## config.mk

```make
export PLATFORM = sky130hd
export DESIGN_NAME = escaped_frame_receiver
export DESIGN_NICKNAME = d
export VERILOG_FILES = /design/src/efr_pkg.sv /design/src/efr_cell.sv /design/src/efr_ctrl.sv /design/src/escaped_frame_receiver.sv
export SDC_FILE = /design/constraint.sdc
export NUM_CORES = 1
export LEC_CHECK = 0
export BUFFER_PORTS_ARGS = -buffer_cell sky130_fd_sc_hd__buf_2
export CAP_MARGIN = 10
export CORE_MARGIN = 2
export CORE_UTILIZATION = 56
export DETAILED_ROUTE_END_ITERATION = 8
export PLACE_DENSITY = 0.79
export SLEW_MARGIN = 20
export SYNTH_ARGS = -nofsm -noshare
export SYNTH_HDL_FRONTEND = slang
export SYNTH_SLANG_ARGS = --single-unit
```

## constraint.sdc

```tcl
create_clock -name clk -period 5.5 [get_ports clk]
set_input_delay 0 -clock clk [delete_from_list [all_inputs] [get_ports clk]]
set_output_delay 0 -clock clk [all_outputs]
set_load 0.03 [all_outputs]
```

## src/efr_pkg.sv

```systemverilog
// Shared types and constants for the escaped frame receiver.
package efr_pkg;

    localparam int BYTE_W      = 8;
    localparam int NUM_CELLS   = 8;
    localparam int COUNT_W     = 4;
    localparam int CFG_IDX_W   = 2;

    localparam logic [COUNT_W-1:0] COUNT_FULL = 4'd8;
    localparam logic [COUNT_W-1:0] COUNT_DONE = 4'd9;

    // register indexes on the config port
    localparam logic [CFG_IDX_W-1:0] CFG_START  = 2'd0;
    localparam logic [CFG_IDX_W-1:0] CFG_FINISH = 2'd1;
    localparam logic [CFG_IDX_W-1:0] CFG_ESCAPE = 2'd2;
    localparam logic [CFG_IDX_W-1:0] CFG_XOR    = 2'd3;

    // reset values of the config registers
    localparam logic [BYTE_W-1:0] START_RST  = 8'd126;
    localparam logic [BYTE_W-1:0] FINISH_RST = 8'd127;
    localparam logic [BYTE_W-1:0] ESCAPE_RST = 8'd125;
    localparam logic [BYTE_W-1:0] XOR_RST    = 8'd32;

    typedef struct packed {
        logic [BYTE_W-1:0] start_code;
        logic [BYTE_W-1:0] finish_code;
        logic [BYTE_W-1:0] escape_code;
        logic [BYTE_W-1:0] escape_xor;
    } efr_cfg_t;

    // per-beat decision from the controller to the cell row
    typedef struct packed {
        logic              shift;     // push byte_val into the row
        logic [BYTE_W-1:0] byte_val;  // unescaped payload byte
        logic              emit;      // frame complete, row holds payload
    } efr_ctl_t;

endpackage

```

## src/efr_cell.sv

```systemverilog
// One byte cell of the payload shift row.
module efr_cell
(
    input  logic                       clk,
    input  logic                       shift,
    input  logic [efr_pkg::BYTE_W-1:0] d_in,
    output logic [efr_pkg::BYTE_W-1:0] q
);

    logic [efr_pkg::BYTE_W-1:0] data_reg;
    logic [efr_pkg::BYTE_W-1:0] data_next;

    always_comb
    begin
        data_next = shift ? d_in : data_reg;
    end

    always_ff @(posedge clk)
    begin
        data_reg <= data_next;
    end

    assign q = data_reg;

endmodule

```

## src/efr_ctrl.sv

```systemverilog
// Byte classifier, payload count and escape tracking.
module efr_ctrl
(
    input  logic                       clk,
    input  logic                       rst_n,
    input  logic                       beat,
    input  logic [efr_pkg::BYTE_W-1:0] rx_byte,
    input  efr_pkg::efr_cfg_t          cfg,
    output efr_pkg::efr_ctl_t          ctl
);

    logic [efr_pkg::COUNT_W-1:0] count_reg;
    logic [efr_pkg::COUNT_W-1:0] count_next;
    logic                        esc_reg;
    logic                        esc_next;
    logic                        is_start;
    logic                        is_finish;
    logic                        is_escape;
    logic                        room;

    always_comb
    begin
        is_start   = (rx_byte == cfg.start_code);
        is_finish  = (rx_byte == cfg.finish_code);
        is_escape  = (rx_byte == cfg.escape_code);
        room       = (count_reg < efr_pkg::COUNT_FULL);
        count_next = count_reg;
        esc_next   = esc_reg;
        ctl.shift  = 1'b0;
        ctl.emit   = 1'b0;
        ctl.byte_val = esc_reg ? (rx_byte ^ cfg.escape_xor) : rx_byte;
        if (beat)
        begin
            // priority: start, finish, escape, payload
            if (is_start)
            begin
                count_next = '0;
                esc_next   = 1'b0;
            end
            else if (is_finish)
            begin
                if (count_reg == efr_pkg::COUNT_FULL)
                begin
                    ctl.emit   = 1'b1;
                    count_next = efr_pkg::COUNT_DONE;
                end
            end
            else if (room)
            begin
                if (is_escape)
                begin
                    esc_next = 1'b1;
                end
                else
                begin
                    ctl.shift  = 1'b1;
                    esc_next   = 1'b0;
                    count_next = count_reg + 4'd1;
                end
            end
        end
    end

    always_ff @(posedge clk or negedge rst_n)
    begin
        if (!rst_n)
        begin
            count_reg <= '0;
            esc_reg   <= 1'b0;
        end
        else
        begin
            count_reg <= count_next;
            esc_reg   <= esc_next;
        end
    end

endmodule

```

## src/escaped_frame_receiver.sv

```systemverilog
// Top level of the escaped frame receiver: config, cell row and output register.
// Usage:
//   s_axis: one received link byte per beat in tdata[7:0]. A start byte opens a
//   frame, an escape byte masks the next byte with escape_xor, other bytes fill
//   an eight-byte payload, and a finish byte after exactly eight payload bytes
//   produces one result beat on m_axis.
//   m_axis: tdata[31:0] address_word (payload bytes 0..3, byte 0 in bits 31:24),
//   tdata[63:32] data_word (payload bytes 4..7, byte 4 most significant).
//   cfg: index 0 start code, 1 finish code, 2 escape code, 3 escape mask;
//   always ready, write only while the stream is idle.
// The result is registered and appears in the cycle after the finish beat.
// Throughput: one byte per cycle while s_axis_tready is high; the controller
// decides each byte combinationally; payload bytes enter the eight-cell row.
// Reset: count and escape flag clear, codes return to 126/127/125/32, the
// output register empties. Payload cells are not reset.
// Stall: while the result sits unaccepted, s_axis_tready follows m_axis_tready,
// so a new byte is still taken in the same cycle the result leaves.
module escaped_frame_receiver
(
    input  logic        clk,
    input  logic        rst_n,
    // stream in
    input  logic        s_axis_tvalid,
    output logic        s_axis_tready,
    input  logic [7:0]  s_axis_tdata,   // [7:0] rx_byte
    // stream out
    output logic        m_axis_tvalid,
    input  logic        m_axis_tready,
    output logic [63:0] m_axis_tdata,   // [31:0] address_word, [63:32] data_word
    // config writes
    input  logic        cfg_valid,
    output logic        cfg_ready,
    input  logic [1:0]  cfg_index,
    input  logic [7:0]  cfg_data
);

    efr_pkg::efr_cfg_t cfg_reg;
    efr_pkg::efr_cfg_t cfg_next;
    efr_pkg::efr_ctl_t ctl;

    logic [efr_pkg::BYTE_W-1:0] row [efr_pkg::NUM_CELLS];

    logic        m_valid_reg;
    logic        m_valid_next;
    logic [63:0] m_data_reg;
    logic [63:0] m_data_next;
    logic        s_beat;
    logic        cfg_beat;

    // config port: always ready
    assign cfg_ready = 1'b1;
    assign cfg_beat  = cfg_valid && cfg_ready;

    always_comb
    begin
        cfg_next = cfg_reg;
        if (cfg_beat)
        begin
            case (cfg_index)
                efr_pkg::CFG_START:  cfg_next.start_code  = cfg_data;
                efr_pkg::CFG_FINISH: cfg_next.finish_code = cfg_data;
                efr_pkg::CFG_ESCAPE: cfg_next.escape_code = cfg_data;
                efr_pkg::CFG_XOR:    cfg_next.escape_xor  = cfg_data;
                default:             cfg_next = cfg_reg;
            endcase
        end
    end

    always_ff @(posedge clk or negedge rst_n)
    begin
        if (!rst_n)
        begin
            cfg_reg.start_code  <= efr_pkg::START_RST;
            cfg_reg.finish_code <= efr_pkg::FINISH_RST;
            cfg_reg.escape_code <= efr_pkg::ESCAPE_RST;
            cfg_reg.escape_xor  <= efr_pkg::XOR_RST;
        end
        else
        begin
            cfg_reg <= cfg_next;
        end
    end

    // input side: take a byte whenever the output slot is free or draining
    assign s_axis_tready = !m_valid_reg || m_axis_tready;
    assign s_beat        = s_axis_tvalid && s_axis_tready;

    efr_ctrl u_ctrl
    (
        .clk     (clk),
        .rst_n   (rst_n),
        .beat    (s_beat),
        .rx_byte (s_axis_tdata),
        .cfg     (cfg_reg),
        .ctl     (ctl)
    );

    // payload row: new bytes enter the top cell and move down one cell per
    // payload beat, so after eight beats cell 0 holds the first byte
    genvar gi;
    generate
        for (gi = 0; gi < efr_pkg::NUM_CELLS; gi++)
        begin : g_cell
            if (gi == efr_pkg::NUM_CELLS - 1)
            begin : g_top
                efr_cell u_cell
                (
                    .clk   (clk),
                    .shift (ctl.shift),
                    .d_in  (ctl.byte_val),
                    .q     (row[gi])
                );
            end
            else
            begin : g_mid
                efr_cell u_cell
                (
                    .clk   (clk),
                    .shift (ctl.shift),
                    .d_in  (row[gi+1]),
                    .q     (row[gi])
                );
            end
        end
    endgenerate

    // output register
    always_comb
    begin
        m_valid_next = m_valid_reg;
        m_data_next  = m_data_reg;
        if (m_valid_reg && m_axis_tready)
        begin
            m_valid_next = 1'b0;
        end
        if (ctl.emit)
        begin
            m_valid_next = 1'b1;
            m_data_next  = {row[4], row[5], row[6], row[7],
                            row[0], row[1], row[2], row[3]};
        end
    end

    always_ff @(posedge clk or negedge rst_n)
    begin
        if (!rst_n)
        begin
            m_valid_reg <= 1'b0;
        end
        else
        begin
            m_valid_reg <= m_valid_next;
        end
    end

    always_ff @(posedge clk)
    begin
        m_data_reg <= m_data_next;
    end

    assign m_axis_tvalid = m_valid_reg;
    assign m_axis_tdata  = m_data_reg;

    // checks
    a_ready_when_empty: assert property (@(posedge clk) disable iff (!rst_n)
        !m_valid_reg |-> s_axis_tready)
        else $error("input stalled with empty output register");

    a_emit_not_shift: assert property (@(posedge clk) disable iff (!rst_n)
        !(ctl.emit && ctl.shift))
        else $error("result and payload shift in the same beat");

    a_emit_shows: assert property (@(posedge clk) disable iff (!rst_n)
        ctl.emit |=> m_axis_tvalid)
        else $error("completed frame did not reach the output");

    a_emit_on_beat: assert property (@(posedge clk) disable iff (!rst_n)
        (ctl.emit || ctl.shift) |-> s_beat)
        else $error("cell row acted without an input beat");

endmodule
```

Yosys cells after proc, flatten, opt, wreduce, memory -nomap -nowiden
Index checks and enable logic that the tools add are counted.
- output and inout port bits: 67
- bits in registers: 166
- input bits: 23
- latch bits: 0
- logic and storage cells: 64
- memories: 0
- bits in writable memories: 0
- bits in read-only memories: 0
- div/mod/pow operators: 0
- magnitude comparators: 1
- bitwise logic cells: 1
- reductions and logical operators: 14
- mux-type cells: 21
- shifts and indexed selects: 0
- equality and inequality tests: 10
- $mul: 0
- $add $sub $neg: 1
- operator list (operator ; number):
    $eq A8 B8 Y1 ; 3
    $mux W4 ; 5
    $mux W1 ; 15
    $mux W8 ; 1
    $reduce_and A2 Y1 ; 4
    $xor A8 B8 Y8 ; 1
    $add A4 B1 Y4 const B ; 1
    $eq A2 B2 Y1 const B ; 2
    $eq A4 B4 Y1 const B ; 1
    $lt A4 B4 Y1 const B ; 1
    $reduce_and A4 Y1 ; 1
    $reduce_bool A2 Y1 ; 2
    $ne A3 B1 Y1 const B ; 1
    $ne A3 B2 Y1 const B ; 1
    $reduce_and A3 Y1 ; 1
    $reduce_bool A3 Y1 ; 1
    $eq A2 B1 Y1 const B ; 1
    $logic_and A1 B1 Y1 ; 2
    $logic_not A2 Y1 ; 1
    $ne A2 B1 Y1 const B ; 1
    $logic_not A1 Y1 ; 1
    $logic_or A1 B1 Y1 ; 1

Depth between registers and ports, before layout
Gate-level depths: netlist of the first run.
- depth in word-level cells: 6
- gate-level depth with buffers: 6
- gate-level depth less buffers: 6

Hierarchy
A second synthesis of the first run with hierarchy kept.
- cell total of the unflattened synthesis: 295
- area, all modules: 5984.5 sq um
- by module, submodules not included (module ; area each (sq um) ; instances ; seq. area each (sq um) ; cells an instance):
    escaped_frame_receiver ; 3214.3 ; 1 ; 2772.7 ; 138
    efr_cell ; 240.2 ; 8 ; 240.2 ; 8
    efr_ctrl ; 848.3 ; 1 ; 125.1 ; 93

Worst setup path before layout of the first run
No wires, ideal clock.
- path kind: reg-to-reg
- start: reg cfg_reg[20] in the netlist's numbering
- end: reg m_data_reg[0] (netlist: m_axis_tdata[0]) (enable)
- data arrival time: 3.926 ns
- buffers on the path: 0
- path slack: 1.088 ns
- setup time: 0.486 ns
- cell stages (with the launch flop): 5
- cell sequence: dfstp_2 > xnor2_1 > nand4_1 > or3_1 > nor2_1
- RTL lines (what ; line ; text):
    start: declaration ; escaped_frame_receiver.sv:37 ; efr_pkg::efr_cfg_t cfg_reg;
    start signal: assignment ; escaped_frame_receiver.sv:80 ; cfg_reg <= cfg_next;
    end signal: assignment ; escaped_frame_receiver.sv:158 ; m_data_reg <= m_data_next;
    end: declaration ; escaped_frame_receiver.sv:45 ; logic [63:0] m_data_reg;

==> results of run 1 <==
-- through the flow --
stage                     cells  setup slack (ns)  power [W]
after global placement      516              2.87    0.00169
final                       569              2.73    0.00283
after global routing        569              2.62    0.00293
after floorplan             292              1.09    0.00164
after CTS                   569              2.75    0.00285
after detailed placement    516              2.77    0.00170
-- how the worst min path moves through the flow --
stage	from	endpoint	slack, ns
floorplan	rst_n	cfg_reg[0]	-0.30
global placement	rst_n	cfg_reg[4]	0.14
detailed placement	rst_n	cfg_reg[4]	0.16
CTS	rst_n	u_ctrl.count_reg[3]	0.13
global route	cfg_valid	cfg_reg[9]	0.18
finish	rst_n	u_ctrl.count_reg[3]	0.12
-- cell usage after synthesis, types with 2 or more instances --
library cell	instances
a21oi_1	2
a31oi_1	2
a41o_1	2
and4_1	2
dfrtp_1	18
dfstp_2	20
edfxtp_1	128
ha_1	2
inv_1	4
mux2_2	32
nand2_1	13
nand3_1	2
nand3b_1	2
nand4_1	3
nor2_1	6
nor4_2	3
xnor2_1	16
xor2_1	16
-- what timing repair did --
item	CTS	global route
hold buffers	21	0
setup buffers	0	0
hold endpoints to repair	61	0
-- layout make-up --
cell class | count | area (um2)
Clock inverter | 14 | 148
Sequential cell | 166 | 4820
Timing Repair Buffer | 111 | 666
Inverter | 4 | 15.0
Tap cell | 136 | 170
Multi-Input combinational cell | 120 | 1030
Clock buffer | 18 | 418
Fill cell | 618 | 2960
-- power groups by stage --
stage / combinational (W) / sequential (W) / clock, W
after floorplan: 0.000147 / 0.00149 / 0
after global placement: 0.000184 / 0.00150 / 0
after detailed placement: 0.000192 / 0.00151 / 0
after CTS: 0.000206 / 0.00149 / 0.00116
after global routing: 0.000225 / 0.00149 / 0.00121
final: 0.000205 / 0.00149 / 0.00113
-- worst max-delay path: cells and delay by family, from the launching register on --
family,cells,cell delay (ns)
simple gates,3,1.10
xor+xnor,1,0.12
flops,1,0.54
buf+inv,1,0.62
-- metal layers --
layer,global-route usage (%),up-vias,wire [um]
li1,-,1359,-
met1,24.3,1490,4280
met2,34.2,139,5410
met3,5.70,19,564
met4,6.77,0,171
met5,0,-,0
-- cells by family (layout without fill, tap and decap cells) --
| kind of cell | count (synthesis) | count (layout) | share of synthesized area [%] |
|---|---|---|---|
| flip-flops | 166 | 166 | 82.2 |
| AND/OR/NAND/NOR | 41 | 41 | 4.31 |
| XOR/XNOR | 32 | 32 | 4.78 |
| multiplexers | 32 | 32 | 6.15 |
| AO/OA/AOI/OAI | 12 | 12 | 1.62 |
| buffers and inverters | 6 | 147 | 0.448 |
| adder cells (fa/ha/maj) | 2 | 2 | 0.427 |
| other | 1 | 1 | 0.0640 |
==> run metrics, run 1 <==
Clock Skew 0.0123 ns; grt ovf 0; Post-synth EDFFs around 130; CP max FO 53; reg-to-reg endpoint m_axis_tdata[23]; Antenna Cells 0; layout cells sized above 1 42.0%; Syn Inst Count slightly below 300; wire length of the first global-routing pass 16500 um; CP required 5.65 ns; wire per inst 18.3 um; Pleak approximately 2.7 nW; Setup Viol. Count Final 0; die area 0.0113 mm2; post-route cell area 0.00727 mm2; Seq pwr share 52.6%; CP endpoint m_axis_tdata[23]; H-tree lvl count 4; MaxCap Viol Count 0; ys async rst share 22.9%; num rows 37; DP Area 0.00649 mm2; Setup crit end kind flop; relative slew slack 43.7%; Post-route DRC 0; largest net degree at the start of global routing 54; Hold Path Class in2async; Final Slew Violations 0; GPL Wtd Cong 0.898; top-area cell type share of the netlist area 65.6%; clk slew on worst S/H paths roughly 0.07 ns; R2R Path Start cfg_reg[20]; Pint between 0.002 and 0.0025 W; Post-Syn Area 0.00586 mm2; All-Layer GR Usage between 10% and 20%; PwrDens 389 mW/mm2; Yosys reg bits 166; Final min period roughly 2.8 ns; Hold Fails Final Rpt 0; worst setup path startpoint cfg_reg[20]; sw power 0.000634 W; CTS buffer count 17; FMAX roughly 360 MHz; vias in the first global route 3187; crit share post-route 50.3%; drt pass-1 iters 5; worst-path cell chain xnor2_1, nand4_1, or3_1, nor2_4, buf_4; via count 3007; die span in y around 110 um; 1st-iter DRT viols ~290; Seq/Total Area, Yosys 82.2%; vias per cell 5.28; Main synth FF type edfxtp_1; Clock Path Buffers 2; Syn Nets 317; Hold Slack 0.122 ns; Post-Route Utilization between 70% and 80%; most frequent cells in the layout edfxtp_1 (128), buf_2 (88), mux2_2 (32), dlygate4sd3_1 (21), dfstp_2 (20); worst-skew pair later-pin latency 0.52 ns; power share of the clock group between 40% and 50%; Synth area leaders edfxtp_1 (66%), dfstp_2 (9.0%), dfrtp_1 (7.7%); r2r setup slk roughly 2.7 ns; Switching Share approximately 22%; number of I/O port buffers 88; final antenna-violating net count 0; Area Growth Syn to Fin 24.0%; Arr. time, crit path 2.92 ns; commonest non-fill, non-tap cell in the layout edfxtp_1; I/O Pins 90; outcome complete, no violations; synthesized area per cell 20.1 um2; clk root buf clkbuf_8; setup_tns 0 ns; Syn. warnings 0; worst vdd ir 0.216 mV; Yosys top cell by area edfxtp_1; CTS tree built; RSZ-0062 raised after global routing false; CTS resizes 0; HPWL after DPL roughly 6200 um; CP max stage cell buf_4; Comb power frac 7.2%; total clock sinks ~170; Starting Density 57.3%; die width approximately 110 um; Critical Path Source Type flop; Core Area 0.0102 mm2; R2R depth 5; Total Wirelength 10400 um; Cell variety after synth 37; crit path kind reg2reg; Max stage delay on crit path 0.62 ns; Final #Nets between 400 and 500; max reg flops 64; Worst Max-Slew Pin Slew 0.844 ns; initial antenna violation count 0
(Power assumes the default switching activity.)
==> run 2: changes to the inputs <==
Settings changed: CORE_UTILIZATION 56 to 50, PLACE_DENSITY 0.79 to 0.74.
Clock period 5.5 ns to 2.5 ns, I/O delays scaled along.
==> run 2 against run 1 <==
Net effect: register-to-register slack got worse by 2.4 ns; sequential power increased by 120%; combinational power increased by 120%; clock power increased by 140%; total power increased by 130%; clock skew decreased by 0.0039 ns; global-route usage decreased by 3.7 points.
==> run metrics, run 2 (synthesis gave the netlist of run 1 again) <==
layout cells sized above 1 43.3% (was 42.0%); Setup Viol. Count Final 0 (unchanged); worst-skew pair later-pin latency 0.42 ns (was 0.52 ns); setup bufs post-CTS 0 (unchanged); worst setup path startpoint cfg_reg[22] (was cfg_reg[20]); Fill cells 811 (was 618); vias in the first global route 3045 (was 3187); drt pass-1 iters 4 (was 5); Total Wirelength 9410 um (was 10400 um); Switching Share 21.9% (was 22.4%); Max stage delay on crit path 0.54 ns (was 0.62 ns); Clock Path Buffers 2 (unchanged); vias per cell 5.12 (was 5.28); 1st-iter DRT viols 244 (was 288); post-route cell area 0.00735 mm2 (was 0.00727 mm2); HPWL after DPL 6220 um (was 6200 um); Arr. time, crit path 2.23 ns (was 2.92 ns); Hold Fails Final Rpt 0 (unchanged); final antenna-violating net count 0 (unchanged); die area 0.0126 mm2 (was 0.0113 mm2); CTS buffer count 17 (unchanged); Starting Density 51.3% (was 57.3%); RSZ-0062 raised after global routing false (unchanged); worst-path cell chain xnor2_1, nand4_1, or3_4, nor2_4, buf_12 (was xnor2_1, nand4_1, or3_1, nor2_4, buf_4); Final min period 2.15 ns (was 2.77 ns); initial antenna violation count 0 (unchanged); Post-route DRC 0 (unchanged); Critical Path Source Type flop (unchanged); crit path kind reg2reg (unchanged); Clock Skew 0.00845 ns (was 0.0123 ns); Pleak 2.69 nW (was 2.66 nW); total clock sinks 166 (unchanged); clk slew on worst S/H paths 0.06 ns (was 0.07 ns); commonest non-fill, non-tap cell in the layout edfxtp_1 (unchanged); Post-Route Utilization 64.4% (was 71.0%); die span in y 112 um (was 106 um); PwrDens 869 mW/mm2 (was 389 mW/mm2); Worst Max-Slew Pin Slew 0.838 ns (was 0.844 ns); Antenna Cells 0 (unchanged); H-tree lvl count 4 (unchanged); max reg flops 64 (unchanged); R2R depth 5 (unchanged); number of I/O port buffers 88 (unchanged); power share of the clock group 42.0% (was 40.1%); CP endpoint m_axis_tdata[38] (was m_axis_tdata[23]); Pint 0.00499 W (was 0.00219 W); CP max stage cell dfstp_2 (was buf_4); I/O Pins 90 (unchanged); All-Layer GR Usage 16.2% (was 19.9%); largest net degree at the start of global routing 65 (was 54); R2R Path Start cfg_reg[22] (was cfg_reg[20]); Register Area 0.00482 mm2 (unchanged); GPL Wtd Cong 0.813 (was 0.898); Comb power frac 6.9% (was 7.2%); worst vdd ir 0.602 mV (was 0.216 mV); wire per inst 16.4 um (was 18.3 um); Final Slew Violations 0 (unchanged); num rows 39 (was 37); sw power 0.00140 W (was 0.000634 W); Core Area 0.0114 mm2 (was 0.0102 mm2); die width 112 um (was 106 um); grt ovf 0 (unchanged); DP Area 0.00655 mm2 (was 0.00649 mm2); Final #Nets 444 (was 445); FMAX 466 MHz (was 361 MHz); CP max FO 64 (was 53); Area Growth Syn to Fin 25.4% (was 24.0%); Top delay family on crit path simple AND/OR/NAND/NOR gates (unchanged); CTS tree built (unchanged); r2r setup slk 0.35 ns (was 2.73 ns); CP required 2.58 ns (was 5.65 ns); MaxCap Viol Count 0 (unchanged); critical path depth 5 (unchanged); reg-to-reg endpoint m_axis_tdata[38] (was m_axis_tdata[23]); crit share post-route 85.9% (was 50.3%); via count 2945 (was 3007); Setup crit end kind flop (unchanged); most frequent cells in the layout edfxtp_1 (128), buf_2 (88), mux2_2 (32), dfstp_2 (20) (was edfxtp_1 (128), buf_2 (88), mux2_2 (32), dlygate4sd3_1 (21), dfstp_2 (20)); wire length of the first global-routing pass 15400 um (was 16500 um); relative slew slack 44.1% (was 43.7%); Hold Slack 0.00532 ns (was 0.122 ns); Seq pwr share 51.1% (was 52.6%); clk root buf clkbuf_16 (was clkbuf_8); worst path bufs/invs 1 (unchanged); setup_tns 0 ns (unchanged); outcome complete, no violations (unchanged); Hold Path Class in2reg (was in2async); Multi-input gate area 0.00104 mm2 (was 0.00103 mm2)
[run 2: per-layer routing]
layer	vias up	GRT usage [%]	routed length (um)	part of all wire, %
li1	1361	-	-	-
met1	1463	20.5	3970	42
met2	99	25.5	4670	50
met3	22	5.56	569	6.0
met4	0	7.40	194	2.1
met5	-	0	0	0
[run 2: worst min path at each step]
stage	start	endpoint	slack (ns)	depth (start not counted)
6_report	s_axis_tdata[3]	g_cell[7].g_top.u_cell.q[3]	0.005	2
5_1_grt	s_axis_tdata[3]	g_cell[7].g_top.u_cell.q[3]	0.02	2
4_1_cts	s_axis_tdata[3]	g_cell[7].g_top.u_cell.q[3]	0.0009	2
3_5_place_dp	rst_n	cfg_reg[4]	0.15	1
3_3_place_gp	rst_n	cfg_reg[4]	0.15	1
2_1_floorplan	rst_n	cfg_reg[0]	-0.30	0
[run 2: cell type report]
| class | count | share of cell area [%] |
|---|---|---|
| Sequential cell | 166 | 65.6 |
| Multi-Input combinational cell | 120 | 14.1 |
| Timing Repair Buffer | 110 | 9.19 |
| Clock buffer | 18 | 5.84 |
| Clock inverter | 14 | 2.62 |
| Tap cell | 143 | 2.43 |
| Inverter | 4 | 0.204 |
[run 2: timing repair]
| item | in CTS | in global routing |
|---|---|---|
| endpoints found under the hold margin | 58 | 0 |
| hold buffers | 18 | 0 |
| gates resized for setup | 0 | 0 |
[run 2: power by group through the flow]
stage,logic (W),clock network (W),registers (W)
6_report,0.000443,0.00268,0.00326
2_1_floorplan,0.000326,0,0.00328
4_1_cts,0.000449,0.00274,0.00326
3_5_place_dp,0.000427,0,0.00332
3_3_place_gp,0.000409,0,0.00331
5_1_grt,0.000493,0.00286,0.00328
[run 2: metrics by stage]
stage                     worst slack, ns  std cells  total power [W]
after CTS                           0.372        575          0.00645
after global placement              0.463        525          0.00371
after detailed placement            0.395        525          0.00374
final                               0.353        575          0.00639
after floorplan                   -0.0777        292          0.00361
after global routing                0.227        575          0.00664
